[src/rtl/bcsh_pkg.sv]
`timescale 1ns / 1ps
// ----------------------------------------------------------------------------
// bcsh_pkg
// Shared constants for the bit crusher with sample-and-hold rate reduction.
// ----------------------------------------------------------------------------
package bcsh_pkg;

  // Rate step field, unsigned Q0.16 with one extra bit for values of 1.0 and up.
  localparam int unsigned STEP_W  = 17;
  // Bit depth field.
  localparam int unsigned DEPTH_W = 5;
  // Phase accumulator, Q2.16. It never exceeds 65535 + 65536.
  localparam int unsigned PHASE_W = 18;
  // Number of fraction bits of the phase.
  localparam int unsigned FRAC_W  = 16;

  // 1.0 as a rate step.
  localparam logic [STEP_W-1:0] STEP_ONE = STEP_W'(1) << FRAC_W;

endpackage

[src/rtl/bit_crush_sample_hold.sv]
`timescale 1ns / 1ps
// ----------------------------------------------------------------------------
// bit_crush_sample_hold
// Bit-depth and sample-rate reducer for fixed-point audio streams.
// ----------------------------------------------------------------------------
// Each input transaction carries one signed sample (Q1.(SAMPLE_BITS-1)), a
// rate step in Q1.16 and a bit depth. Every input transaction produces exactly
// one output transaction carrying the currently held, requantized sample. The
// block takes one transaction per clock cycle when the output side keeps up.
// The input register loads on acceptance and the output register loads from
// it whenever the output register is empty or its transaction is being taken,
// so a result passes through both registers before it can be taken. A stalled
// output fills the input register and then deasserts s_axis_tready, so no
// transaction is ever lost.
// There are no configuration registers; phase and held value reset to zero.

module bit_crush_sample_hold
  import bcsh_pkg::*;
#(
  parameter int unsigned SAMPLE_BITS = 24
) (
  input  logic                      clk,
  input  logic                      rst,
  // Input stream.
  input  logic                      s_axis_tvalid,
  output logic                      s_axis_tready,
  // Fields from bit 0 up: sample, rate_step, bit_depth, zero padding to bytes.
  input  logic [((SAMPLE_BITS+STEP_W+DEPTH_W+7)/8)*8-1:0] s_axis_tdata,
  // Output stream.
  output logic                      m_axis_tvalid,
  input  logic                      m_axis_tready,
  // Fields from bit 0 up: held_sample, zero padding to bytes.
  output logic [((SAMPLE_BITS+7)/8)*8-1:0] m_axis_tdata
);

  localparam int unsigned OUT_W   = ((SAMPLE_BITS + 7) / 8) * 8;
  localparam int unsigned SHIFT_W = $clog2(SAMPLE_BITS);
  localparam int unsigned DCL_W   = $clog2(SAMPLE_BITS + 1);

  // Most negative sample, -1.0, at the widened precision used for the
  // negative branch of the requantizer.
  localparam logic signed [SAMPLE_BITS+1:0] MIN_WIDE =
    -($signed((SAMPLE_BITS+2)'(1)) <<< (SAMPLE_BITS - 1));

  // Input register. The fields are captured on acceptance.
  logic                          in_valid;
  logic signed [SAMPLE_BITS-1:0] in_sample;
  logic [STEP_W-1:0]             in_step;
  logic [DEPTH_W-1:0]            in_depth;

  // Stream state: phase accumulator and held value. The held value is also
  // the output register's payload, since it only changes when a new result
  // is loaded.
  logic                          out_valid;
  logic [PHASE_W-1:0]            phase_acc;
  logic [PHASE_W-1:0]            phase_acc_next;
  logic signed [SAMPLE_BITS-1:0] held_value;
  logic signed [SAMPLE_BITS-1:0] held_value_next;

  logic                          advance;

  // Requantizer signals.
  logic [DCL_W-1:0]              depth_c;
  logic [SHIFT_W-1:0]            shift;
  logic [SAMPLE_BITS-1:0]        keep;
  logic [SAMPLE_BITS+1:0]        quantum;
  logic signed [SAMPLE_BITS:0]   sample_ext;
  logic [SAMPLE_BITS:0]          magnitude;
  logic signed [SAMPLE_BITS+1:0] neg_wide;
  logic signed [SAMPLE_BITS-1:0] crushed;
  logic [STEP_W-1:0]             step_c;

  // The input register moves into the output stage whenever the output
  // register is empty or its current transaction is being taken.
  assign advance       = in_valid && (!out_valid || m_axis_tready);
  assign s_axis_tready = !in_valid || advance;

  assign m_axis_tvalid = out_valid;
  assign m_axis_tdata  = OUT_W'($unsigned(held_value));

  always_ff @(posedge clk) begin
    if (rst) begin
      in_valid <= 1'b0;
    end else if (s_axis_tready) begin
      in_valid <= s_axis_tvalid;
    end
  end

  always_ff @(posedge clk) begin
    if (s_axis_tvalid && s_axis_tready) begin
      in_sample <= $signed(s_axis_tdata[SAMPLE_BITS-1:0]);
      in_step   <= s_axis_tdata[SAMPLE_BITS +: STEP_W];
      in_depth  <= s_axis_tdata[SAMPLE_BITS+STEP_W +: DEPTH_W];
    end
  end

  // Requantize to a quantum of 2^(SAMPLE_BITS - depth) LSBs. Positive samples
  // truncate toward zero; zero and negative samples truncate toward zero and
  // then drop one more quantum, saturating at -1.0.
  always_comb begin
    if (in_depth == '0) begin
      depth_c = DCL_W'(1);
    end else if (32'(in_depth) > SAMPLE_BITS) begin
      depth_c = DCL_W'(SAMPLE_BITS);
    end else begin
      depth_c = DCL_W'(in_depth);
    end
    shift      = SHIFT_W'(SAMPLE_BITS - 32'(depth_c));
    keep       = {SAMPLE_BITS{1'b1}} << shift;
    quantum    = (SAMPLE_BITS+2)'(1) << shift;
    sample_ext = {in_sample[SAMPLE_BITS-1], in_sample};
    magnitude  = $unsigned(-sample_ext);
    neg_wide   = -$signed({1'b0, magnitude & {1'b1, keep}}) - $signed(quantum);
    if (neg_wide < MIN_WIDE) begin
      neg_wide = MIN_WIDE;
    end
    if (!in_sample[SAMPLE_BITS-1] && (in_sample != '0)) begin
      crushed = $signed($unsigned(in_sample) & keep);
    end else begin
      crushed = neg_wide[SAMPLE_BITS-1:0];
    end
  end

  // Sample-and-hold: a phase of 1.0 or more before the update latches the new
  // value, then the phase keeps its fraction and adds the clamped step.
  always_comb begin
    step_c = (in_step > STEP_ONE) ? STEP_ONE : in_step;
    phase_acc_next = PHASE_W'(phase_acc[FRAC_W-1:0]) + PHASE_W'(step_c);
    if (phase_acc[PHASE_W-1:FRAC_W] != '0) begin
      held_value_next = crushed;
    end else begin
      held_value_next = held_value;
    end
  end

  always_ff @(posedge clk) begin
    if (rst) begin
      out_valid  <= 1'b0;
      phase_acc  <= '0;
      held_value <= '0;
    end else begin
      if (advance) begin
        out_valid  <= 1'b1;
        phase_acc  <= phase_acc_next;
        held_value <= held_value_next;
      end else if (m_axis_tready) begin
        out_valid <= 1'b0;
      end
    end
  end

endmodule

[config.mk]
export PLATFORM = sky130hd
export DESIGN_NAME = bit_crush_sample_hold
export DESIGN_NICKNAME = d
export VERILOG_FILES = /design/src/rtl/bcsh_pkg.sv /design/src/rtl/bit_crush_sample_hold.sv
export SDC_FILE = /design/constraint.sdc
export NUM_CORES = 1
export LEC_CHECK = 0
export CORE_MARGIN = 2
export CORE_UTILIZATION = 65
export DETAILED_ROUTE_END_ITERATION = 16
export DONT_BUFFER_PORTS = 1
export MAX_ROUTING_LAYER = met4
export PLACE_DENSITY = 0.81
export SLEW_MARGIN = 10
export SYNTH_ARGS = -nofsm -noshare
export SYNTH_HDL_FRONTEND = slang
export SYNTH_SLANG_ARGS = --single-unit
[constraint.sdc]
create_clock -name clk -period 16.6 [get_ports clk]
set_clock_uncertainty 0.15 [all_clocks]
set_input_delay 3.32 -clock clk [delete_from_list [all_inputs] [get_ports clk]]
set_output_delay 3.32 -clock clk [all_outputs]
set_load 0.01 [all_outputs]
======== After elaboration in Yosys (flattened, before gate mapping) ========
Index checks and enable logic that the tools add are counted.
Widths: inputs -> output; s select.
word-level totals
  logic and storage cells ................. 39
  output and inout port bits .............. 26
  bits of input ports ..................... 52
  bits in registers ....................... 90
operators by class
  bitwise operators ....................... 2
  shifts and indexed selects .............. 2
  reductions and logical operators ........ 13
  magnitude comparators ................... 3
  add/sub/neg operators ................... 5
  multiplexer cells ....................... 7
operators with widths
  cell                   count
  $mux 24                2
  $lt 26x24->1 const B   1
  $neg 25->26            1
  $shl 1x5->26 const A   1
  $sub 26x26->26         1
  $and 25x25->25         1
  $neg 24->25            1
  $and 24x24->24         1
  $reduce_bool 24->1     1
  $shl 24x5->24 const A  1
  $add 16x17->18         1
  $gt 17x17->1 const B   1
  $mux 17                1
  $mux 5                 2
  $gt 5x5->1 const B     1
  $logic_not 5->1        1
  $sub 5x5->5 const A    1
  $reduce_bool 2->1      2
  $logic_and 1x1->1      3
  $logic_not 1->1        3
  $logic_or 1x1->1       2
  $mux 1                 2
  $reduce_and 2->1       1

======== Longest topological paths before layout ========
  word-level depth ........................ 11
  depth in mapped cells ................... 25
  gate-level depth less buffers ........... 23

======== Worst setup path before layout ========
OpenSTA, ideal clock, no wires.
  path kind ............................... input-to-output
  from .................................... input m_axis_tready
  to ...................................... output s_axis_tready
  stages on the path ...................... 2
  path buffers ............................ 0
  arrival ................................. 3.659 ns
  data required time ...................... 13.130 ns
  path slack .............................. 9.471 ns
  path through ............................ nor2b_1 -> nand2_1
between the ends
  cells in the longest elaborated chain, start to end .. 3
ends and longest elaborated chain
  what                line                         RTL
  start: declaration  bit_crush_sample_hold.sv:31  input logic m_axis_tready,
  $logic_or 1x1->1    bit_crush_sample_hold.sv:75  assign advance = in_valid && (!out_valid || m_axis_tready);
  $logic_and 1x1->1   bit_crush_sample_hold.sv:75
  $logic_or 1x1->1    bit_crush_sample_hold.sv:76  assign s_axis_tready = !in_valid || advance;
  end: declaration    bit_crush_sample_hold.sv:26  output logic s_axis_tready,
No other way between the ends.

======== Worst setup path after layout ========
Same ends and word-level chain as after synthesis.

==> impl.org <==
** Clock tree
- The number of clock buffers added by TritonCTS is 9.
- Clk buf depth :: 2
- Post-cts hold buffer count :: 0
- Post-CTS repair timing setup buffer count :: 0
- H-tree Lvls :: 3
- Clock latency on the worst-skew pair, taken at its later pin, is 0.37 ns.
- Clock-pin transition on the worst setup and hold timing paths :: 0.09 ns
- Total of cells resized after clock tree synthesis :: 0
- In this run the clock root is driven by a clkbuf_8.
- Sink Count :: 90
- TritonCTS built the clock tree.

** Synth
- Share of flip-flops with an asynchronous set or reset :: 0%
- Cell area after technology mapping :: 6540 um2
- Summing the sequential cell areas from Yosys gives 34.6% of the chip area.
- Ys flop type :: edfxtp_1
- The average instance in the mapped netlist occupies 8.96 um2.
- Counting flops and latches in the post-synthesis netlist gives 90.
- Yosys cell types :: 72
- Yosys printed 0 warnings.
- Counting every instance in the synthesized netlist gives 730.
- Post-synth EDFFs :: 46
- Synthesis produced a netlist with a net count of 854.

** Setup path
- Capturing element type of the critical path :: output pin
- Cell with the largest stage delay on the worst path :: nor2b_1
- Endpoint of the most critical setup path :: s_axis_tready
- Crit path arrival time :: 3.72 ns
- Worst Path Max Fanout :: 5
- Total buffers and inverters traversed by the critical path :: 0
- Launching instance or port of the critical path :: m_axis_tready
- Kind of cell with the highest combined delay on the critical path :: simple AND/OR/NAND/NOR gates
- The number of cells on the worst reg-to-reg path is 23.
- The worst register-to-register path begins at in_depth[3].
- Start-to-end type of the worst setup path :: primary input to output pin
- Worst setup slack for register-to-register paths :: 10.10 ns
- Crit Reg-Reg Endpoint :: m_axis_tdata[7]
- Data required time of the critical path :: 13.13 ns
- Startpoint type of the worst setup path :: primary input
- The signal on the critical path passes through nor2b_1 > nand2_1.
- The critical path runs through a total of 2 cells.
- Worst path max stage delay :: 0.23 ns

** Timing
- Unrepaired setup endpoints after global routing :: false
- Setup violations remaining at the end of the flow were counted as 0.
- Post-route worst setup slack :: 9.41 ns
- Relative slew slack :: 31.8%
- The smallest clock period supported by the final layout is computed as 7.19 ns.
- Final count of pins violating max slew :: 0
- Maximum frequency from static timing analysis :: 139 MHz
- Number of endpoints with negative hold slack in the final report :: 0
- Final Cycle Share :: 43.3%
- Transition time of the tightest slew-check pin :: 1.02 ns
- Setup_tns :: 0 ns

** Job
- Number of max-capacitance violations reported :: 0

** Global routing
- First-pass GRT wire length :: 26000 um
- Total track usage :: 30.7%
- Remaining Overflow, GRT :: 0
- Maximum number of pins on one net before global-route repair :: 47
- The via count of the first global-routing pass is 5223.
- Initial antenna violation count :: 1

** Pwr
- Power spread over the standard cell area amounts to 93.1 nW/um2.
- Summed over all cells, the static leakage comes to 0.00260 uW.
- Across the VDD grid, the largest voltage drop is 0.0000688 V.

** Cells and area
- Area overhead of the layout relative to synthesis :: 4.36%
- Of the cells placed in the final design, the portion with a size suffix greater than 1 is 6.50%.
- After the last flow step, the layout net total stands at 842.

** Placement
- The wire-length estimate of the detail-placed layout is 12200 um.
- Routability-driven placement finished with a final weighted congestion of 0.969.
- Post-Place Worst Slack :: 9.41 ns
- Number of port buffers :: 0

** Floorplanning
- Starting Density :: 66.9%
- In this run the vertical extent of the chip is 104 um.
- Area of the placeable core :: 9770 um2
- The die is 104 um wide.
- I/O pins :: 78
- Number of placement rows :: 36
- The die covers 10900 um2.

** Detailed routing
- In the final routed layout, each cell accounts on average for 19.1 um.
- Residual DRC count :: 0
- Count of vias placed by the detailed router :: 5647
- For this run, the detailed router's first-pass iteration total came to 5.
- Antenna Violating Nets Remaining :: 0
- Summed over all layers, the routed wires come to 16400 um.
- The first routing iteration left 478 violations.
- Vias per Instance :: 6.58

** Run status
- The flow ran to the end, and the final reports show no timing, DRC or antenna violations.

** Worst hold path
- In this run the worst hold path is classified as register to register.
worst min-delay path by stage:
| stage | depth (start not counted) | startpoint | endpoint | slack [ns] |
|---|---|---|---|---|
| finish | 2 | phase_acc[4] | phase_acc[4] | 0.31 |
| global route | 2 | phase_acc[7] | phase_acc[7] | 0.33 |
| CTS | 2 | phase_acc[6] | phase_acc[6] | 0.31 |
| detailed placement | 2 | phase_acc[10] | phase_acc[10] | 0.29 |
| global placement | 2 | phase_acc[9] | phase_acc[9] | 0.29 |
| floorplan | 2 | phase_acc[10] | phase_acc[10] | 0.29 |
final cells by class:
cell class                      instances  area (um2)
Antenna cell                            2        5.00
Multi-Input combinational cell        592        4080
Tap cell                              133         166
Clock inverter                          7        76.3
Inverter                               19        71.3
Sequential cell                        90        2260
Timing Repair Buffer                    6        45.0
Clock buffer                            9         124
Fill cell                             787        2950
registers in the layout (all words and copies together), names as in the netlist:
name and count:
m_axis_tvalid 1, in_valid 1, m_axis_tdata 24, in_step 17, in_depth 5, in_sample 24, phase_acc 18
synth_stat cells (16+ instances only):
library cell	n	area share (%)
a21oi_1	70	5.4
ha_1	70	13
nand2_1	64	3.7
nor2_1	49	2.8
edfxtp_1	46	21
dfxtp_1	44	13
o21ai_0	39	3.0
nand3_1	36	2.8
xnor2_1	36	4.8
clkbuf_1	25	1.4
nor2b_1	19	1.8
inv_1	18	1.0
nor3_1	18	1.4
a21o_1	16	1.8
through the flow:
stage               instance area, um2  utilization, %  power (uW)  hold WS [ns]  std cells
finish                            6830            69.9         636         0.310        858
global placement                  6620            67.8         475         0.287        840
detailed placement                6620            67.8         481         0.293        840
global route                      6830            69.8         667         0.327        857
floorplan                         6540               -         432         0.286        730
CTS                               6820            69.8         630         0.310        856
metal layers:
layer,track usage (%),part of all wire [%]
met4,9.27,2.5
met3,7.08,9.6
met1,39.6,42
met5,-,0
met2,48.4,46
placed cells by master, fill, tap and decap left out, drive strengths merged, types with 19 or more instances in the layout:
| cell type | count |
|---|---|
| o21ai | 47 |
| nor2b | 19 |
| inv | 21 |
| xnor2 | 36 |
| nor3 | 19 |
| a21oi | 71 |
| nor2 | 49 |
| ha | 70 |
| nand3 | 36 |
| dfxtp | 44 |
| nand2 | 64 |
| edfxtp | 46 |
report_power, final:
part,total (uW),switching [uW],internal (uW)
registers,255,10.5,245
clock network,151,80.3,71.1
logic,229,139,89.8
logic make-up after synthesis:
kind of cell	synth area share [%]
simple gates	20.7
compound gates	20.3
flops	34.6
fa+ha+maj	14.0
xor+xnor	6.83
buf+inv	3.16
mux	0.478
(Power assumes the default switching activity.)
